## config.mk

```make
export PLATFORM = sky130hd
export DESIGN_NAME = utf8_to_utf16_transcoder
export DESIGN_NICKNAME = d
export VERILOG_FILES = /design/src/rtl/u8u16_pkg.sv /design/src/rtl/u8u16_decode.sv /design/src/rtl/u8u16_outreg.sv /design/src/rtl/utf8_to_utf16_transcoder.sv
export SDC_FILE = /design/constraint.sdc
export NUM_CORES = 1
export LEC_CHECK = 0
export ABC_AREA = 0
export BUFFER_PORTS_ARGS = -buffer_cell sky130_fd_sc_hd__buf_2
export CELL_PAD_IN_SITES_DETAIL_PLACEMENT = 1
export CELL_PAD_IN_SITES_GLOBAL_PLACEMENT = 1
export CORE_AREA = 2 2 103 105
export DETAILED_ROUTE_END_ITERATION = 16
export DIE_AREA = 0 0 105 107
export PLACE_DENSITY_LB_ADDON = 0.15
export SETUP_SLACK_MARGIN = 0.5
export SLEW_MARGIN = 20
export SYNTH_ARGS = -nofsm -noshare
export SYNTH_HDL_FRONTEND = slang
export SYNTH_HIERARCHICAL = 1
export SYNTH_SLANG_ARGS = --single-unit
```

## constraint.sdc

```tcl
create_clock -name clk -period 4.3 [get_ports clk]
set_input_delay 0.86 -clock clk [delete_from_list [all_inputs] [get_ports clk]]
set_output_delay 0.86 -clock clk [all_outputs]
set_load 0.1 [all_outputs]
```

## src/rtl/u8u16_pkg.sv

```systemverilog
package u8u16_pkg;

	localparam int unsigned WinBytes = 4;

	localparam logic [15:0] REPLACEMENT = 16'hFFFD;
	localparam logic [20:0] MAX_SCALAR  = 21'h10FFFF;
	localparam logic [20:0] SUPP_BASE   = 21'h010000;
	localparam logic [15:0] HI_SURR     = 16'hD800;
	localparam logic [15:0] LO_SURR     = 16'hDC00;

	// Sequence lengths implied by a lead byte.
	localparam logic [2:0] LEN_BAD   = 3'd0;
	localparam logic [2:0] LEN_ONE   = 3'd1;
	localparam logic [2:0] LEN_TWO   = 3'd2;
	localparam logic [2:0] LEN_THREE = 3'd3;
	localparam logic [2:0] LEN_FOUR  = 3'd4;

	// Result of one pass of the decode unit over the window.
	typedef struct packed {
		logic        emit;
		logic        pair;
		logic [15:0] unit0;
		logic [15:0] unit1;
		logic [2:0]  drop;
	} step_t;

	// Unit handed to the output register.
	typedef struct packed {
		logic [15:0] unit;
		logic        run_last;
		logic        text_end;
	} push_t;

endpackage

```

## src/rtl/u8u16_decode.sv

```systemverilog
module u8u16_decode
	import u8u16_pkg::*;
(
	input  logic [31:0] win,
	input  logic [2:0]  count,
	input  logic        fin,
	output step_t       step
);

	logic [7:0]  lead;
	logic [7:0]  b1;
	logic [7:0]  b2;
	logic [7:0]  b3;
	logic [2:0]  need;
	logic        cont_ok;
	logic [20:0] cp;
	logic [20:0] v;

	assign lead = win[7:0];
	assign b1   = win[15:8];
	assign b2   = win[23:16];
	assign b3   = win[31:24];

	always_comb begin
		if (lead[7] == 1'b0) begin
			need = LEN_ONE;
		end else if (lead[7:5] == 3'b110) begin
			need = LEN_TWO;
		end else if (lead[7:4] == 4'b1110) begin
			need = LEN_THREE;
		end else if (lead[7:3] == 5'b11110) begin
			need = LEN_FOUR;
		end else begin
			need = LEN_BAD;
		end
	end

	assign cont_ok = (need < LEN_TWO   || b1[7:6] == 2'b10) &&
	                 (need < LEN_THREE || b2[7:6] == 2'b10) &&
	                 (need < LEN_FOUR  || b3[7:6] == 2'b10);

	always_comb begin
		case (need)
			LEN_TWO:   cp = {10'd0, lead[4:0], b1[5:0]};
			LEN_THREE: cp = {5'd0, lead[3:0], b1[5:0], b2[5:0]};
			LEN_FOUR:  cp = {lead[2:0], b1[5:0], b2[5:0], b3[5:0]};
			default:   cp = {13'd0, lead};
		endcase
	end

	// The one subtractor of the block: offset of a supplementary value.
	assign v = cp - SUPP_BASE;

	always_comb begin
		step.emit  = 1'b1;
		step.pair  = 1'b0;
		step.unit0 = REPLACEMENT;
		step.unit1 = {6'd0, v[9:0]} | LO_SURR;
		step.drop  = 3'd1;
		if (count == 3'd0) begin
			step.emit = 1'b0;
		end else if (need == LEN_BAD) begin
			step.drop = 3'd1;
		end else if (count < need) begin
			// A cut-off sequence waits, unless the text ends here.
			step.emit = fin;
			step.drop = count;
		end else if (!cont_ok) begin
			step.drop = 3'd1;
		end else begin
			step.drop = need;
			if (cp > MAX_SCALAR) begin
				step.unit0 = REPLACEMENT;
			end else if (cp >= SUPP_BASE) begin
				step.pair  = 1'b1;
				step.unit0 = {6'd0, v[19:10]} | HI_SURR;
			end else begin
				step.unit0 = cp[15:0];
			end
		end
	end

endmodule

```

## src/rtl/u8u16_outreg.sv

```systemverilog
module u8u16_outreg
	import u8u16_pkg::*;
(
	input  logic        clk,
	input  logic        arst_n,
	input  logic        load,
	input  push_t       data,
	input  logic        out_stall,
	output logic        out_valid,
	output logic [15:0] code_unit,
	output logic        run_last,
	output logic        text_end
);

	logic  valid_q;
	push_t data_q;

	always_ff @(posedge clk or negedge arst_n) begin
		if (!arst_n) begin
			valid_q <= 1'b0;
		end else if (load) begin
			valid_q <= 1'b1;
		end else if (!out_stall) begin
			valid_q <= 1'b0;
		end
	end

	always_ff @(posedge clk) begin
		if (load) begin
			data_q <= data;
		end
	end

	assign out_valid = valid_q;
	assign code_unit = data_q.unit;
	assign run_last  = data_q.run_last;
	assign text_end  = data_q.text_end;

endmodule

```

## src/rtl/utf8_to_utf16_transcoder.sv

```systemverilog
// Channel   Direction  Handshake            Payload
// input     in         in_valid / in_stall  in_byte[7:0], final_byte
// output    out        out_valid/out_stall  code_unit[15:0], run_last, text_end
//
// Each accepted byte joins a four-byte window that a shared decode unit scans once
// per cycle, producing one code unit (the low half of a surrogate pair is produced
// on its own, from S_LOW) or finding nothing more to do. A new byte is taken only
// when it finds nothing more to do, so no byte is taken while units are still being
// produced for the bytes before it. All work waits while the output register is
// full and stalled. Reset empties the window and the output register.
module utf8_to_utf16_transcoder
	import u8u16_pkg::*;
(
	input  logic        clk,
	input  logic        arst_n,
	input  logic        in_valid,
	output logic        in_stall,
	input  logic [7:0]  in_byte,
	input  logic        final_byte,
	output logic        out_valid,
	input  logic        out_stall,
	output logic [15:0] code_unit,
	output logic        run_last,
	output logic        text_end
);

	typedef enum logic {
		S_RUN,
		S_LOW
	} state_t;

	state_t      state_q;
	logic [31:0] win_q;
	logic [2:0]  count_q;
	logic        fin_q;
	logic        hold_v_q;
	logic [15:0] hold_q;
	logic [15:0] low_q;

	step_t       step;
	push_t       push_data;
	logic        out_free;
	logic        produce;
	logic        flush;
	logic        accept;
	logic        push;
	logic [31:0] win_shift;
	logic [31:0] win_fill;

	u8u16_decode u_decode (
		.win   (win_q),
		.count (count_q),
		.fin   (fin_q),
		.step  (step)
	);

	// Nothing moves while the output register holds a unit that is stalled.
	assign out_free = !out_valid || !out_stall;

	// A unit is produced into the hold register; the one held before it is
	// pushed out then. At the end of a byte's work the held unit goes out as
	// the last unit of that byte, so run_last and text_end are known in time.
	assign produce = out_free && ((state_q == S_LOW) || (state_q == S_RUN && step.emit));
	assign flush   = out_free && (state_q == S_RUN) && !step.emit && hold_v_q;
	assign push    = (produce && hold_v_q) || flush;

	assign in_stall = !(out_free && (state_q == S_RUN) && !step.emit);
	assign accept   = in_valid && !in_stall;

	assign push_data.unit     = hold_q;
	assign push_data.run_last = flush;
	assign push_data.text_end = flush && fin_q;

	// Remove the bytes the decode unit has consumed.
	always_comb begin
		case (step.drop)
			3'd1:    win_shift = {8'h00, win_q[31:8]};
			3'd2:    win_shift = {16'h0000, win_q[31:16]};
			3'd3:    win_shift = {24'h000000, win_q[31:24]};
			default: win_shift = 32'h0000_0000;
		endcase
	end

	// Write the new byte into the first free lane.
	always_comb begin
		win_fill = win_q;
		for (int i = 0; i < WinBytes; i++) begin
			if (count_q[1:0] == i[1:0]) begin
				win_fill[i*8 +: 8] = in_byte;
			end
		end
	end

	always_ff @(posedge clk or negedge arst_n) begin
		if (!arst_n) begin
			state_q  <= S_RUN;
			count_q  <= '0;
			fin_q    <= 1'b0;
			hold_v_q <= 1'b0;
		end else begin
			case (state_q)
				S_RUN: begin
					if (produce) begin
						count_q  <= count_q - step.drop;
						hold_v_q <= 1'b1;
						if (step.pair) begin
							state_q <= S_LOW;
						end
					end else if (out_free) begin
						hold_v_q <= 1'b0;
						if (accept) begin
							count_q <= count_q + 3'd1;
							fin_q   <= final_byte;
						end
					end
				end
				S_LOW: begin
					if (produce) begin
						state_q <= S_RUN;
					end
				end
				default: begin
					state_q <= S_RUN;
				end
			endcase
		end
	end

	always_ff @(posedge clk) begin
		if (state_q == S_RUN && produce) begin
			win_q  <= win_shift;
			hold_q <= step.unit0;
			low_q  <= step.unit1;
		end else if (state_q == S_LOW && produce) begin
			hold_q <= low_q;
		end else if (accept) begin
			win_q <= win_fill;
		end
	end

	u8u16_outreg u_outreg (
		.clk       (clk),
		.arst_n    (arst_n),
		.load      (push),
		.data      (push_data),
		.out_stall (out_stall),
		.out_valid (out_valid),
		.code_unit (code_unit),
		.run_last  (run_last),
		.text_end  (text_end)
	);

endmodule
```

Word-level counts from Yosys, hierarchy flattened
Cells that the tools add are included.

cells by class
  shifts and indexed selects = 0
  equal/unequal tests = 17
  bitwise operators = 2
  $add $sub $neg = 3
  $lt $le $gt $ge = 6
  reductions and logical operators = 40
  divide/modulo/power cells = 0
  multiplexer cells = 40
  multiply operators = 0

operators by type and width
  cell                      count
  $mux W32                  3
  $pmux W24 S3              1
  $mux W16                  4
  $pmux W21 S3              1
  $mux W17                  3
  $mux W3                   11
  $mux W8                   4
  $ge A21 B17 Y1 const B    1
  $gt A21 B21 Y1 const B    1
  $sub A20 B17 Y20 const B  1
  $mux W18                  1
  $reduce_bool A2 Y1        8
  $reduce_and A3 Y1         5
  $eq A3 B2 Y1 const B      4
  $logic_and A1 B1 Y1       12
  $mux W1                   11
  $eq A2 B2 Y1 const B      5
  $eq A3 B3 Y1 const B      2
  $logic_not A3 Y1          2
  $logic_or A1 B1 Y1        6
  $lt A3 B2 Y1 const B      2
  $eq A5 B5 Y1 const B      1
  $eq A4 B4 Y1 const B      1
  $logic_not A1 Y1          4
  other kinds (13)          14

word-level totals
  flip-flop bits (word level) = 83
  latch bits = 0
  bits in read-only memories = 0
  bits in writable memories = 0
  memories kept = 0
  output and inout port bits = 20

Depth between registers and ports, before layout
  word-level depth = 20
  gate-level depth with buffers = 18
  mapped depth without buffers = 15

Hierarchy
The synthesis kept the hierarchy.

modules (own cells, without submodules)
  module                    area each (µm²)  cells an instance  sequential area each (µm²)  times used
  utf8_to_utf16_transcoder  3009.1           200                2072.0                      1
  u8u16_decode              1288.7           201                0.0                         1
  u8u16_outreg              573.0            20                 565.5                       1

Worst setup path before layout
OpenSTA, ideal clock, no wires.

  kind = reg-to-output
  start point = register win_q[5]
  end point = output port in_stall
  data arrival time = 2787 ps
  path buffers = 2
  required time = 3440 ps
  slack = 653 ps
  cell stages (with the launch flop) = 12
  path through = edfxtp_1 -> buf_4 -> and3_1 -> and2_1 -> buf_2 -> inv_1 -> ha_1 -> nor2_1 -> o2bb2ai_1 -> a21oi_1 -> and2b_2 -> inv_1

RTL lines
  item                    line                             RTL
  start, declared         utf8_to_utf16_transcoder.sv:33   logic [31:0] win_q;
  start signal, assigned  utf8_to_utf16_transcoder.sv:131  win_q <= win_shift;
  start signal, assigned  utf8_to_utf16_transcoder.sv:137  win_q <= win_fill;
  end, declared           utf8_to_utf16_transcoder.sv:17   output logic in_stall,

==> impl_metrics.json <==
{
  "antenna_cells": 0,
  "hold_violations": 0,
  "period_minus_slack_ns": 3.72,
  "synthDistinctLibCells": 71,
  "min_period_over_period": 0.864,
  "first_global_vias": 3480,
  "syn_area_per_cell_um2": 11.6,
  "synth_compound_area_frac": 0.172,
  "worst_hold_path_type": "input port to asynchronous set/reset pin",
  "drc": 0,
  "hpwl_um": 8580,
  "synthAdderAreaFrac": 0.0195,
  "fin_skew_ns": 0.0117,
  "fin_setup_tns_ns": 0,
  "fp.coreArea_mm2": 0.0101,
  "synth_xor_area_frac": 0.00360,
  "nets": 472,
  "setup_violations": 0,
  "dieArea_mm2": 0.0112,
  "overflow": 0,
  "io_buffers": 32,
  "die_w_um": 105,
  "rsz0062_at_grt": "yes",
  "cp-end-kind": "output port",
  "syn_to_final_growth_pct": 10.6,
  "wl_um": 11900,
  "cts_root_buf": "clkbuf_8",
  "synth-async-reset-ratio": 0.0787,
  "drt-pass1-iter-count": 4,
  "synth_top_flop_cell": "edfxtp_1",
  "cts_buffers": 9,
  "synth_top_family_by_area": "compound AO/OA/AOI/OAI gates",
  "vias_per_cell": 5.80,
  "tritoncts": "done",
  "drv_cap": 0,
  "htree_levels": 3,
  "syn_inst": 421,
  "ff2ff_path_depth": 16,
  "grt_pass1_wl_um": 19000,
  "dpl_worst_slack_ns": 0.377,
  "placementRows": 37,
  "grt_max_degree": 34,
  "cts_buffer_depth": 2,
  "arrival_ns": 2.86,
  "synth_mux_area_frac": 0.0704,
  "synth_edf_count": 82,
  "cp_max_fo": 8,
  "initial_core_util": 0.483,
  "critical_path_required_ns": 3.44,
  "insertion_delay_ns": 0.36,
  "fp.dieH_um": 107,
  "yosysSeqAreaShare": 0.541,
  "antenna_found_initial": 0,
  "wl_per_cell_um": 20.1,
  "clk_pin_slew_worst_paths_ns": 0.09,
  "gp_congestion": 0.940,
  "synthSimpleGateAreaFrac": 0.131,
  "ios": 33,
  "track_usage": 0.219,
  "clkSinkCount": 89,
  "dr.first_iter.drc_count": 218,
  "drive_gt1_frac": 0.232,
  "netlist_area_mm2": 0.00487,
  "crit_type": "flip-flop to output port",
  "max_slew_margin": 0.300,
  "maxSlewViolCount": 0,
  "outcome": "completed",
  "start_kind": "flip-flop",
  "antenna_left": 0,
  "ys_ff_latch": 89,
  "tightest_slew_ns": 1.05,
  "setup_slack_ns": 0.584,
  "fmax_ghz": 0.269,
  "vias": 3437,
  "ys_warn_count": 6,
  "fill_cells": 1081
}
-- layer usage --
| metal | part of all wire | wire length, um | track usage |
|---|---|---|---|
| met1 | 0.44 | 5230 | 0.274 |
| met2 | 0.50 | 6020 | 0.383 |
| met3 | 0.027 | 327 | 0.0304 |
| met4 | 0.029 | 350 | 0.0905 |
| met5 | 0 | 0 | 0 |
-- worst max-delay path, cell delays in order (launching register included) --
cell,delay [ns]
edfxtp_1,0.51
and3_1,0.23
and2_1,0.20
inv_1,0.17
ha_1,0.27
nor2_2,0.08
o2bb2ai_4,0.15
a21oi_1,0.15
buf_4,0.19
and2b_2,0.24
inv_1,0.11
buf_12,0.18
-- final timing paths --
kind	start	endpoint	slack, ns
worst min register to register	hold_q[5]$_DFFE_PP_	u_outreg/code_unit[5]$_DFFE_PP_	0.42
max in group asynchronous	arst_n	state_q$_DFF_PN0_	3.83
worst min-delay path	arst_n	count_q[0]$_DFFE_PN0P_	0.31
worst max register to register	win_q[7]$_DFFE_PP_	count_q[2]$_DFFE_PN0P_	0.61
min in group clk	hold_q[5]$_DFFE_PP_	u_outreg/code_unit[5]$_DFFE_PP_	0.42
worst max-delay path	win_q[7]$_DFFE_PP_	in_stall	0.58
-- cell usage after synthesis (4+ instances only) --
cell type / number / area (um^2)
mux2_2: 26 / 293
o21ai_0: 33 / 165
ha_1: 6 / 75.1
nand2b_1: 4 / 25.0
mux2i_1: 5 / 50.1
nor3_1: 4 / 20.0
o211ai_1: 7 / 52.6
edfxtp_1: 82 / 2460
nor2b_1: 11 / 68.8
and2_1: 6 / 37.5
nand2_1: 35 / 131
clkbuf_1: 5 / 18.8
a22o_1: 10 / 87.6
nand3b_1: 6 / 45.0
inv_1: 25 / 93.8
dfrtp_1: 7 / 175
a22oi_1: 19 / 143
nor3b_1: 7 / 52.6
buf_2: 9 / 45.0
nor2_1: 13 / 48.8
nand3_1: 6 / 30.0
buf_4: 11 / 82.6
a21oi_1: 13 / 65.1
-- registers in the layout, indices dropped and copies added (netlist names) --
| signal | count |
|---|---|
| u_outreg/text_end | 1 |
| u_outreg/out_valid | 1 |
| hold_q | 16 |
| u_outreg/run_last | 1 |
| fin_q | 1 |
| hold_v_q | 1 |
| count_q | 3 |
| win_q | 32 |
| u_outreg/code_unit | 16 |
| low_q | 16 |
| state_q | 1 |
-- cells by family (layout without fill, tap and decap cells) --
group,count (synthesis),count (layout)
AO/OA/AOI/OAI,118,118
XOR/XNOR,2,2
multiplexers,31,31
adder cells (fa/ha/maj),7,7
buffers and inverters,58,90
AND/OR/NAND/NOR,114,114
other,2,6
flip-flops,89,89
-- what timing repair did --
| action | CTS | global route |
|---|---|---|
| buffers inserted | 0 | 5 |
| hold buffers | 0 | 0 |
| resized for setup | 1 | 5 |
| setup endpoints to repair | 2 | 5 |
-- area by class of cell --
class | count | area (um^2) | area share
sequential | 89 | 2640 | 0.490
multi-input combinational | 278 | 1990 | 0.370
timing repair buffer | 47 | 288 | 0.0534
tap | 136 | 170 | 0.0316
clock buffer | 9 | 124 | 0.0230
inverter | 27 | 104 | 0.0193
clock inverter | 7 | 70.1 | 0.0130
-- per-stage QoR --
| step | cells | hold WS [ns] | cell area (um^2) | utilization |
|---|---|---|---|---|
| after detailed placement | 572 | 0.406 | 5120 | 0.507 |
| final | 593 | 0.311 | 5390 | 0.534 |
| after CTS | 588 | 0.306 | 5320 | 0.527 |
| after global placement | 572 | 0.401 | 5120 | 0.507 |
| after global routing | 593 | 0.312 | 5390 | 0.534 |
| after floorplan | 425 | 0.400 | 4890 | - |
-- cells in the final DEF (no fill, tap or decap), types with 2 or more instances in the layout --
master and n:
buf_4 15, mux2_2 26, a21oi_1 12, buf_2 31, o211ai_1 7, nand3_1 6, and3_1 2, nor3_1 4
nor4_1 3, nor2_1 12, a22oi_1 19, nor3b_1 7, conb_1 6, nand2b_1 4, a22o_1 10, or3_1 2
inv_1 25, o22ai_1 3, a31oi_1 3, a221o_1 2, edfxtp_1 82, o21a_1 3, or2_2 3, clkinv_1 2
dfrtp_1 7, ha_1 6, mux2i_1 5, clkbuf_8 9, nand2_1 35, a21o_1 3, and3b_1 2, nand3b_1 6
o21ai_0 32, clkinvlp_4 2, nor2b_1 11, xnor2_1 2, o21ai_1 2, and2_1 5, o2bb2ai_4 2
Power is not shown: default switching activity piles up to over one toggle a cycle in this logic, so the estimate is an artifact.
